<file path="src/rtl/core/orol_pkg.sv">
package orol_pkg;

    localparam int SLOTS       = 16;
    localparam int LENGTH_BITS = 24;

    localparam int ADDR_W = 48;
    localparam int LEN_W  = 24;
    localparam int OFFS_W = 28;

    localparam int IDX_W = (SLOTS > 1) ? $clog2(SLOTS) : 1;
    localparam int CNT_W = $clog2(SLOTS + 1);
    // Wide enough for the total length of a full ring.
    localparam int SUM_W = LENGTH_BITS + CNT_W;
    localparam int CMP_W = ((SUM_W > OFFS_W) ? SUM_W : OFFS_W) + 1;

    typedef logic [ADDR_W-1:0]      t_addr;
    typedef logic [LENGTH_BITS-1:0] t_slot_len;

    typedef enum logic {
        OP_ADD  = 1'b0,
        OP_FIND = 1'b1
    } t_op;

    typedef enum logic [1:0] {
        ST_IDLE,
        ST_WALK,
        ST_FIN
    } t_state;

    typedef struct packed {
        logic             shift;
        logic             tail_new;
        logic [SLOTS-1:0] load_sel;
    } t_ring_ctl;

    typedef struct packed {
        logic shift;
        logic load;
    } t_cell_ctl;

endpackage

</file>
<file path="src/rtl/core/orol_cell.sv">
module orol_cell
    import orol_pkg::*;
(
    input  logic      i_clk,
    input  t_cell_ctl i_ctl,
    input  t_addr     i_next_addr,
    input  t_slot_len i_next_len,
    input  t_addr     i_new_addr,
    input  t_slot_len i_new_len,
    output t_addr     o_addr,
    output t_slot_len o_len
);

    t_addr     r_addr;
    t_slot_len r_len;

    // A shift takes the neighbor's entry; a load takes the incoming word.
    always_ff @(posedge i_clk) begin
        if (i_ctl.shift) begin
            r_addr <= i_next_addr;
            r_len  <= i_next_len;
        end else if (i_ctl.load) begin
            r_addr <= i_new_addr;
            r_len  <= i_new_len;
        end
    end

    assign o_addr = r_addr;
    assign o_len  = r_len;

endmodule

</file>
<file path="src/rtl/core/orol_ctrl.sv">
module orol_ctrl
    import orol_pkg::*;
(
    input  logic              i_clk,
    input  logic              i_rst_n,
    input  logic              i_in_valid,
    output logic              o_in_stall,
    input  logic              i_opcode,
    input  logic [OFFS_W-1:0] i_char_offset,
    input  t_addr             i_head_addr,
    input  t_slot_len         i_head_len,
    output t_ring_ctl         o_ring,
    output logic              o_out_valid,
    input  logic              i_out_stall,
    output logic              o_hit,
    output t_addr             o_result_address,
    output logic [LEN_W-1:0]  o_result_length,
    output logic [LEN_W-1:0]  o_byte_in_entry
);

    t_state             r_state;
    t_state             n_state;
    logic [CNT_W-1:0]   r_count;
    logic [IDX_W-1:0]   r_step;
    logic [SUM_W-1:0]   r_sum;
    logic [OFFS_W-1:0]  r_target;
    logic               r_res_hit;
    t_addr              r_res_addr;
    logic [LEN_W-1:0]   r_res_len;
    logic [LEN_W-1:0]   r_res_within;
    logic               r_out_valid;
    logic               n_out_valid;
    logic               r_out_hit;
    t_addr              r_out_addr;
    logic [LEN_W-1:0]   r_out_len;
    logic [LEN_W-1:0]   r_out_within;

    logic               accept;
    logic               is_find;
    logic               full;
    logic               last_step;
    logic               out_free;
    logic               out_load;
    logic               head_valid;
    logic               in_range;
    logic [CMP_W-1:0]   sum_ext;
    logic [CMP_W-1:0]   tgt_ext;
    logic [CMP_W-1:0]   end_ext;
    logic [CMP_W-1:0]   diff_ext;

    assign is_find   = (t_op'(i_opcode) == OP_FIND);
    assign full      = (r_count == CNT_W'(SLOTS));
    assign last_step = (r_step == IDX_W'(SLOTS - 1));
    assign out_free  = !r_out_valid || !i_out_stall;
    assign accept    = i_in_valid && !o_in_stall;

    // The head cell holds the entry at position r_step in age order.
    assign head_valid = (CNT_W'(r_step) < r_count);
    assign sum_ext    = CMP_W'(r_sum);
    assign tgt_ext    = CMP_W'(r_target);
    assign end_ext    = sum_ext + CMP_W'(i_head_len);
    assign diff_ext   = tgt_ext - sum_ext;
    assign in_range   = (sum_ext <= tgt_ext) && (tgt_ext < end_ext);

    always_comb begin
        n_state = r_state;
        unique case (r_state)
            ST_IDLE: begin
                if (i_in_valid) begin
                    n_state = is_find ? ST_WALK : ST_FIN;
                end
            end
            ST_WALK: begin
                if (last_step) begin
                    n_state = ST_FIN;
                end
            end
            ST_FIN: begin
                if (out_free) begin
                    n_state = ST_IDLE;
                end
            end
            default: n_state = ST_IDLE;
        endcase
    end

    always_comb begin
        o_in_stall = 1'b1;
        out_load   = 1'b0;
        o_ring     = '0;
        unique case (r_state)
            ST_IDLE: begin
                o_in_stall = 1'b0;
                if (i_in_valid && !is_find) begin
                    if (full) begin
                        // The oldest entry drops out of the head cell.
                        o_ring.shift    = 1'b1;
                        o_ring.tail_new = 1'b1;
                    end else begin
                        o_ring.load_sel[r_count[IDX_W-1:0]] = 1'b1;
                    end
                end
            end
            ST_WALK: begin
                o_ring.shift = 1'b1;
            end
            ST_FIN: begin
                out_load = out_free;
            end
            default: o_in_stall = 1'b1;
        endcase
    end

    assign n_out_valid = out_load || (r_out_valid && i_out_stall);

    always_ff @(posedge i_clk) begin
        if (!i_rst_n) begin
            r_state     <= ST_IDLE;
            r_count     <= '0;
            r_out_valid <= 1'b0;
        end else begin
            r_state     <= n_state;
            r_out_valid <= n_out_valid;
            if (accept && !is_find && !full) begin
                r_count <= r_count + CNT_W'(1);
            end
        end
    end

    always_ff @(posedge i_clk) begin
        if (accept) begin
            if (is_find) begin
                r_target     <= i_char_offset;
                r_sum        <= '0;
                r_step       <= '0;
                r_res_hit    <= 1'b0;
                r_res_addr   <= '0;
                r_res_len    <= '0;
                r_res_within <= '0;
            end else begin
                r_res_hit    <= full;
                r_res_addr   <= full ? i_head_addr : '0;
                r_res_len    <= '0;
                r_res_within <= '0;
            end
        end else if (r_state == ST_WALK) begin
            r_step <= r_step + IDX_W'(1);
            if (head_valid) begin
                r_sum <= r_sum + SUM_W'(i_head_len);
                // Only the first entry that covers the offset counts.
                if (!r_res_hit && in_range) begin
                    r_res_hit    <= 1'b1;
                    r_res_addr   <= i_head_addr;
                    r_res_len    <= LEN_W'(i_head_len);
                    r_res_within <= diff_ext[LEN_W-1:0];
                end
            end
        end
        if (out_load) begin
            r_out_hit    <= r_res_hit;
            r_out_addr   <= r_res_addr;
            r_out_len    <= r_res_len;
            r_out_within <= r_res_within;
        end
    end

    assign o_out_valid      = r_out_valid;
    assign o_hit            = r_out_hit;
    assign o_result_address = r_out_addr;
    assign o_result_length  = r_out_len;
    assign o_byte_in_entry  = r_out_within;

    a_count_range: assert property (@(posedge i_clk) disable iff (!i_rst_n)
        r_count <= CNT_W'(SLOTS))
        else $error("entry count exceeds ring size");

    a_load_onehot: assert property (@(posedge i_clk) disable iff (!i_rst_n)
        $onehot0(o_ring.load_sel) && (!o_ring.shift || o_ring.load_sel == '0))
        else $error("cell load select not one-hot or mixed with shift");

    a_walk_end: assert property (@(posedge i_clk) disable iff (!i_rst_n)
        (r_state == ST_WALK && last_step) |=> (r_state == ST_FIN))
        else $error("walk did not finish after a full rotation");

    a_out_source: assert property (@(posedge i_clk) disable iff (!i_rst_n)
        (!r_out_valid ##1 r_out_valid) |-> ($past(r_state) == ST_FIN))
        else $error("result word appeared without a finished item");

    a_count_stable_walk: assert property (@(posedge i_clk) disable iff (!i_rst_n)
        (r_state == ST_WALK) |=> $stable(r_count))
        else $error("entry count changed during a lookup");

endmodule

</file>
<file path="src/rtl/core/overwriting_ring_offset_lookup.sv">
// Overwriting ring of handle/length entries with byte-offset lookup.
//
// Input channel (i_in_valid / o_in_stall) takes one word per item: an add
// (i_opcode 0) stores i_entry_address and i_entry_length as the newest entry,
// a find (i_opcode 1) locates the entry holding byte i_char_offset.
// Output channel (o_out_valid / i_out_stall) returns one result word per item.
//
// Entries sit in a chain of SLOTS cells, oldest in the head cell. An add into
// a full ring shifts the chain by one and returns the handle that falls out.
// A find rotates the whole chain once, one cell per cycle, summing lengths at
// the head, so the chain is back in order when the walk ends.
// An add goes from acceptance through the finish state to the output register;
// a find walks the chain first. No new item is accepted until the current one
// is finished, so the rotation of the cell chain holds off the next item.
// A finished result waits in a holding register while the output word is
// stalled, and the next item is accepted once that register has moved on.
// Reset empties the ring and drops any pending result.
module overwriting_ring_offset_lookup
    import orol_pkg::*;
(
    input  logic              i_clk,
    input  logic              i_rst_n,
    input  logic              i_in_valid,
    output logic              o_in_stall,
    input  logic              i_opcode,
    input  logic [ADDR_W-1:0] i_entry_address,
    input  logic [LEN_W-1:0]  i_entry_length,
    input  logic [OFFS_W-1:0] i_char_offset,
    output logic              o_out_valid,
    input  logic              i_out_stall,
    output logic              o_hit,
    output logic [ADDR_W-1:0] o_result_address,
    output logic [LEN_W-1:0]  o_result_length,
    output logic [LEN_W-1:0]  o_byte_in_entry
);

    t_ring_ctl ring;
    t_addr     cell_addr [SLOTS];
    t_slot_len cell_len  [SLOTS];
    t_slot_len new_len;
    t_addr     tail_addr;
    t_slot_len tail_len;

    assign new_len = LENGTH_BITS'(i_entry_length);

    // The last cell refills from the head during a lookup, or takes the new
    // entry when a full ring is overwritten.
    assign tail_addr = ring.tail_new ? i_entry_address : cell_addr[0];
    assign tail_len  = ring.tail_new ? new_len : cell_len[0];

    for (genvar g = 0; g < SLOTS; g++) begin : g_cell
        t_cell_ctl ctl;
        t_addr     next_addr;
        t_slot_len next_len;

        assign ctl.shift = ring.shift;
        assign ctl.load  = ring.load_sel[g];

        if (g == SLOTS - 1) begin : g_tail
            assign next_addr = tail_addr;
            assign next_len  = tail_len;
        end else begin : g_mid
            assign next_addr = cell_addr[g+1];
            assign next_len  = cell_len[g+1];
        end

        orol_cell u_cell (
            .i_clk       (i_clk),
            .i_ctl       (ctl),
            .i_next_addr (next_addr),
            .i_next_len  (next_len),
            .i_new_addr  (i_entry_address),
            .i_new_len   (new_len),
            .o_addr      (cell_addr[g]),
            .o_len       (cell_len[g])
        );
    end

    orol_ctrl u_ctrl (
        .i_clk            (i_clk),
        .i_rst_n          (i_rst_n),
        .i_in_valid       (i_in_valid),
        .o_in_stall       (o_in_stall),
        .i_opcode         (i_opcode),
        .i_char_offset    (i_char_offset),
        .i_head_addr      (cell_addr[0]),
        .i_head_len       (cell_len[0]),
        .o_ring           (ring),
        .o_out_valid      (o_out_valid),
        .i_out_stall      (i_out_stall),
        .o_hit            (o_hit),
        .o_result_address (o_result_address),
        .o_result_length  (o_result_length),
        .o_byte_in_entry  (o_byte_in_entry)
    );

endmodule
</file>
<file path="config.mk">
export PLATFORM = sky130hd
export DESIGN_NAME = overwriting_ring_offset_lookup
export DESIGN_NICKNAME = d
export VERILOG_FILES = /design/src/rtl/core/orol_pkg.sv /design/src/rtl/core/orol_cell.sv /design/src/rtl/core/orol_ctrl.sv /design/src/rtl/core/overwriting_ring_offset_lookup.sv
export SDC_FILE = /design/constraint.sdc
export NUM_CORES = 2
export LEC_CHECK = 0
export BUFFER_PORTS_ARGS = -buffer_cell sky130_fd_sc_hd__buf_2
export CAP_MARGIN = 20
export CELL_PAD_IN_SITES_DETAIL_PLACEMENT = 0
export CELL_PAD_IN_SITES_GLOBAL_PLACEMENT = 1
export CORE_MARGIN = 2
export CORE_UTILIZATION = 43
export DETAILED_ROUTE_END_ITERATION = 8
export PLACE_DENSITY = 0.66
export SYNTH_ARGS = -nofsm -noshare
export SYNTH_HDL_FRONTEND = slang
export SYNTH_HIERARCHICAL = 1
export SYNTH_SLANG_ARGS = --single-unit
</file>
<file path="constraint.sdc">
create_clock -name i_clk -period 6.3 [get_ports i_clk]
set_clock_uncertainty 0.2 [all_clocks]
set_input_delay 0.945 -clock i_clk [delete_from_list [all_inputs] [get_ports i_clk]]
set_output_delay 0.945 -clock i_clk [all_outputs]
set_load 0.02 [all_outputs]
</file>
==> impl_metrics.csv <==
group,metric,value,unit
die,die_area,162000,µm²
sta,setup_viol,0,
final_layout,areaGrowthSynthToFinish,9.89,%
die,core,158000,µm²
sta,relSlewSlack,27.4,%
critical_path,cp-start-kind,"flip-flop",
synth,synth_nets,3800,
cts,path_clk_slew,0.05,ns
grt,antenna_found_initial,28,
final_layout,finalNonFillerCells,6036,
critical_path,path_delay_family,"compound AO/OA/AOI/OAI gates",
sta,rsz0062_at_grt,"no",
cts,cts_max_level,4,
critical_path,cp_slowest_cell,"a2111oi_0",
grt,grt-ovfl-total,0,
min_path,min_path_cells,1,
drt,routedWlPerCell,23.8,µm
critical_path,worst_ep_required_time,6.54,ns
place,dp_cells,5757,
cts,clk_latency,0.76,ns
sta,worst_pin_slew,1.09,ns
die,start_util,43.2,%
critical_path,cp-end-kind,"flip-flop",
power_and_ir_drop,p_total,23600,µW
outcome,status,"complete, no violations",
place,gp_congestion,0.810,
critical_path,r2r_setup_slack,0.43,ns
critical_path,path_buf_inv,1,
synth,syn_area_per_cell,19.0,µm²
cts,cts_sinks,1415,
die,row_count,146,
grt,globalRouteTotalUtil,17.5,%
cts,cts_made_buffers,156,
critical_path,worstPathCellList,"ha_1 -> a2111oi_1 -> o21ai_0 -> a21oi_1 -> o21a_1 -> o21bai_1 -> a211o_1 -> nand4_1 -> xor2_1 -> ha_1 -> a2111oi_0 -> o21ai_0 -> a2111oi_0 -> o21ai_0 -> a31oi_1 -> nor4_1 -> a21o_1 -> nand2_4 -> buf_12",
cts,cts_hold_buf,0,
critical_path,timing.rr.start,"g_cell[0].u_cell/o_len[6]",
die,die_y,402,µm
final_layout,post_route_cells_drive_above_1_share,44.0,%
drt,drc,0,
sta,hold_slack,0.164,ns
critical_path,reg2reg_depth,19,
power_and_ir_drop,p_leak,0.0277,µW
final_layout,nets,4061,
place,port_buffers,203,
drt,antenna_left,0,
sta,slew_violations,0,
synth,synth_top_flop_cell,"edfxtp_1",
sta,finalHoldViolCount,0,
power_and_ir_drop,powerDensity,315,nW/µm²
place,dp.final_hpwl,80800,µm
synth,synth_edf_count,1359,
synth,synthArstFlopShare,0,%
synth,yosysSeqAreaShare,61.5,%
min_path,hold_path_class,"in -> reg",
sta,fin_crit_sh,93.1,%
critical_path,crit_path_frequent_cell,"o21ai_0",
drt,viasPerCell,5.23,
cts,clockRootBuffer,"clkbuf_16",
critical_path,crit_type,"reg -> reg",
die,dieWidth,402,µm
grt,grt_pass1_vias,31851,
critical_path,cp_max_fo,26,
critical_path,r2r-end,"u_ctrl/r_res_addr[4]",
die,pin_count,204,
cts,cts_buffer_depth,3,
drt,num_vias,31543,
critical_path,cpPeakStageDelay,0.46,ns
final_layout,final_util,47.5,%
synth,syn-instance-count,3583,
flow_run,drv_cap,0,
cts,post-cts-setup-buffers,0,
drt,wl,143000,µm
synth,synth.ff_latch_count,1415,
sta,fmax,170,MHz
grt,grt_pass1_wl,215000,µm
min_path,min_from,"i_char_offset[24]",
cts,cts_resized,0,
cts,cts_tree,"yes",
synth,synth.cell_area,68200,µm²
min_path,hold_path_end,"u_ctrl/r_target[24]",
power_and_ir_drop,peakVddDrop,0.000295,V
synth,yosysUniqueCellTypes,55,
drt,firstDrtPassIters,7,
drt,drt_iter0_drc,2552,
sta,period_minus_slack,5.87,ns
synth,synth.yosys.warnings,6,
grt,grt_max_degree,132,
sta,fin_setup_tns,0,ns
critical_path,crit_arrival,6.11,ns
## state kept, by name, indices dropped and copies added, names as in the netlist
register	count
u_ctrl/r_state	2
u_ctrl/o_hit	1
u_ctrl/r_step	4
u_ctrl/o_result_length	24
u_ctrl/o_out_valid	1
u_ctrl/r_res_within	24
g_cell.u_cell/o_len	384
u_ctrl/r_res_addr	48
u_ctrl/r_target	28
u_ctrl/r_res_len	24
u_ctrl/r_res_hit	1
u_ctrl/o_byte_in_entry	24
u_ctrl/r_count	5
g_cell.u_cell/o_addr	768
u_ctrl/o_result_address	48
u_ctrl/r_sum	29
## per-stage QoR
step	setup slack, ns	cell area (µm²)
after CTS	0.436	74900
final	0.433	74900
after global routing	0.0709	74900
after global placement	0.572	69900
after detailed placement	0.469	69900
after floorplan	0.620	68200
## cell usage in the layout (no fill, tap or decap), types with 32 or more instances in the layout
cell type	Yosys	layout
buf_2	0	203
mux2_2	50	50
clkbuf_1	17	32
edfxtp_1	1359	1359
mux2_4	1174	1174
mux2i_1	40	40
dfxtp_1	56	56
ha_1	110	110
nor2b_1	59	59
clkbuf_16	0	159
nand2_1	51	50
buf_4	1	32
o21ai_0	43	43
a21oi_1	72	70
inv_1	75	74
nor2_1	109	108
## metal layers
metal  up-vias  wire, µm  track usage (%)
met2       642     59400             24.5
met1     16391     74000             27.7
met3       215      7290             3.68
met4        24      2560             3.79
met5         -       140                0
li1      14271         -                -
## worst register-to-register path, delay by kind of cell (launching register included)
kind / cells / cell delay, ns
adders and majority gates: 2 / 0.67
AOI/OAI and AO/OA: 12 / 3.42
buffers and inverters: 1 / 0.20
DFF: 1 / 0.42
and+or+nand+nor: 3 / 0.39
xor gates and xnor gates: 1 / 0.22
## cells in the mapped netlist (3+ instances only)
cell type  number  area share (%)
mux2_2         50            0.83
a21o_1         20            0.22
o21ai_0        43            0.32
a31oi_1         4           0.037
nor2_2          4           0.037
o211ai_1        3           0.033
o22ai_1         3           0.028
nand3_1        14            0.10
nand4_1        12            0.11
nor3_1          9           0.066
or2_1          16            0.15
nand2b_1        6           0.055
edfxtp_1     1359              60
buf_12        123             3.6
ha_1          110             2.0
nand2_1        51            0.28
and2_1          9           0.083
nor2_1        109            0.60
a21oi_2         4           0.051
o21a_1         12            0.13
nor2b_1        59            0.54
buf_6          21            0.35
dfxtp_1        56             1.6
xor2_1         26            0.33
xnor2_1        24            0.31
mux2_4       1174              26
a211o_1         4           0.051
a2111oi_0       4           0.051
clkbuf_1       17           0.094
and3_1          5           0.046
mux2i_1        40            0.59
a211oi_2        4           0.073
o21bai_1        6           0.066
a211oi_1        9           0.099
a21oi_1        72            0.53
inv_1          75            0.41
## worst max path at each step
stage / slack [ns] / from / cells after the start / endpoint
4_1_cts: 0.44 / g_cell[0].u_cell/o_len[6] / 19 / u_ctrl/r_res_addr[2]
2_1_floorplan: 0.62 / g_cell[0].u_cell/o_len[0] / 20 / u_ctrl/r_res_addr[0]
3_3_place_gp: 0.57 / u_ctrl/r_sum[1] / 19 / u_ctrl/r_res_addr[7]
6_report: 0.43 / g_cell[0].u_cell/o_len[6] / 19 / u_ctrl/r_res_addr[4]
3_5_place_dp: 0.47 / g_cell[0].u_cell/o_len[6] / 19 / u_ctrl/r_res_addr[33]
5_1_grt: 0.07 / g_cell[0].u_cell/o_len[6] / 20 / u_ctrl/r_res_within[3]
## power breakdown
group / switching [µW] / total (µW) / internal, µW
Sequential: 239 / 11400 / 11100
Combinational: 1680 / 3280 / 1600
Clock: 3750 / 8950 / 5200
Total: 5670 / 23600 / 17900
## area by class of cell
| type | count | area (µm²) |
|---|---|---|
| flip-flops and latches | 1415 | 41900 |
| inverters | 75 | 287 |
| clock buffers | 199 | 4210 |
| diodes | 2 | 5.00 |
| fillers | 13261 | 82900 |
| repair buffers | 266 | 1880 |
| multi-input cells | 1930 | 23300 |
| well taps | 2072 | 2590 |
| clock inverters | 77 | 732 |
## cells by family after synthesis
kind of cell	Yosys count	share of synthesized area [%]
AO/OA/AOI/OAI	205	1.90
XOR/XNOR	50	0.642
adder cells (fa/ha/maj)	112	2.08
buffers and inverters	238	4.48
flip-flops	1415	61.5
multiplexers	1264	27.3
AND/OR/NAND/NOR	299	2.13
No activity file was read; power rests on OpenSTA's default activity.
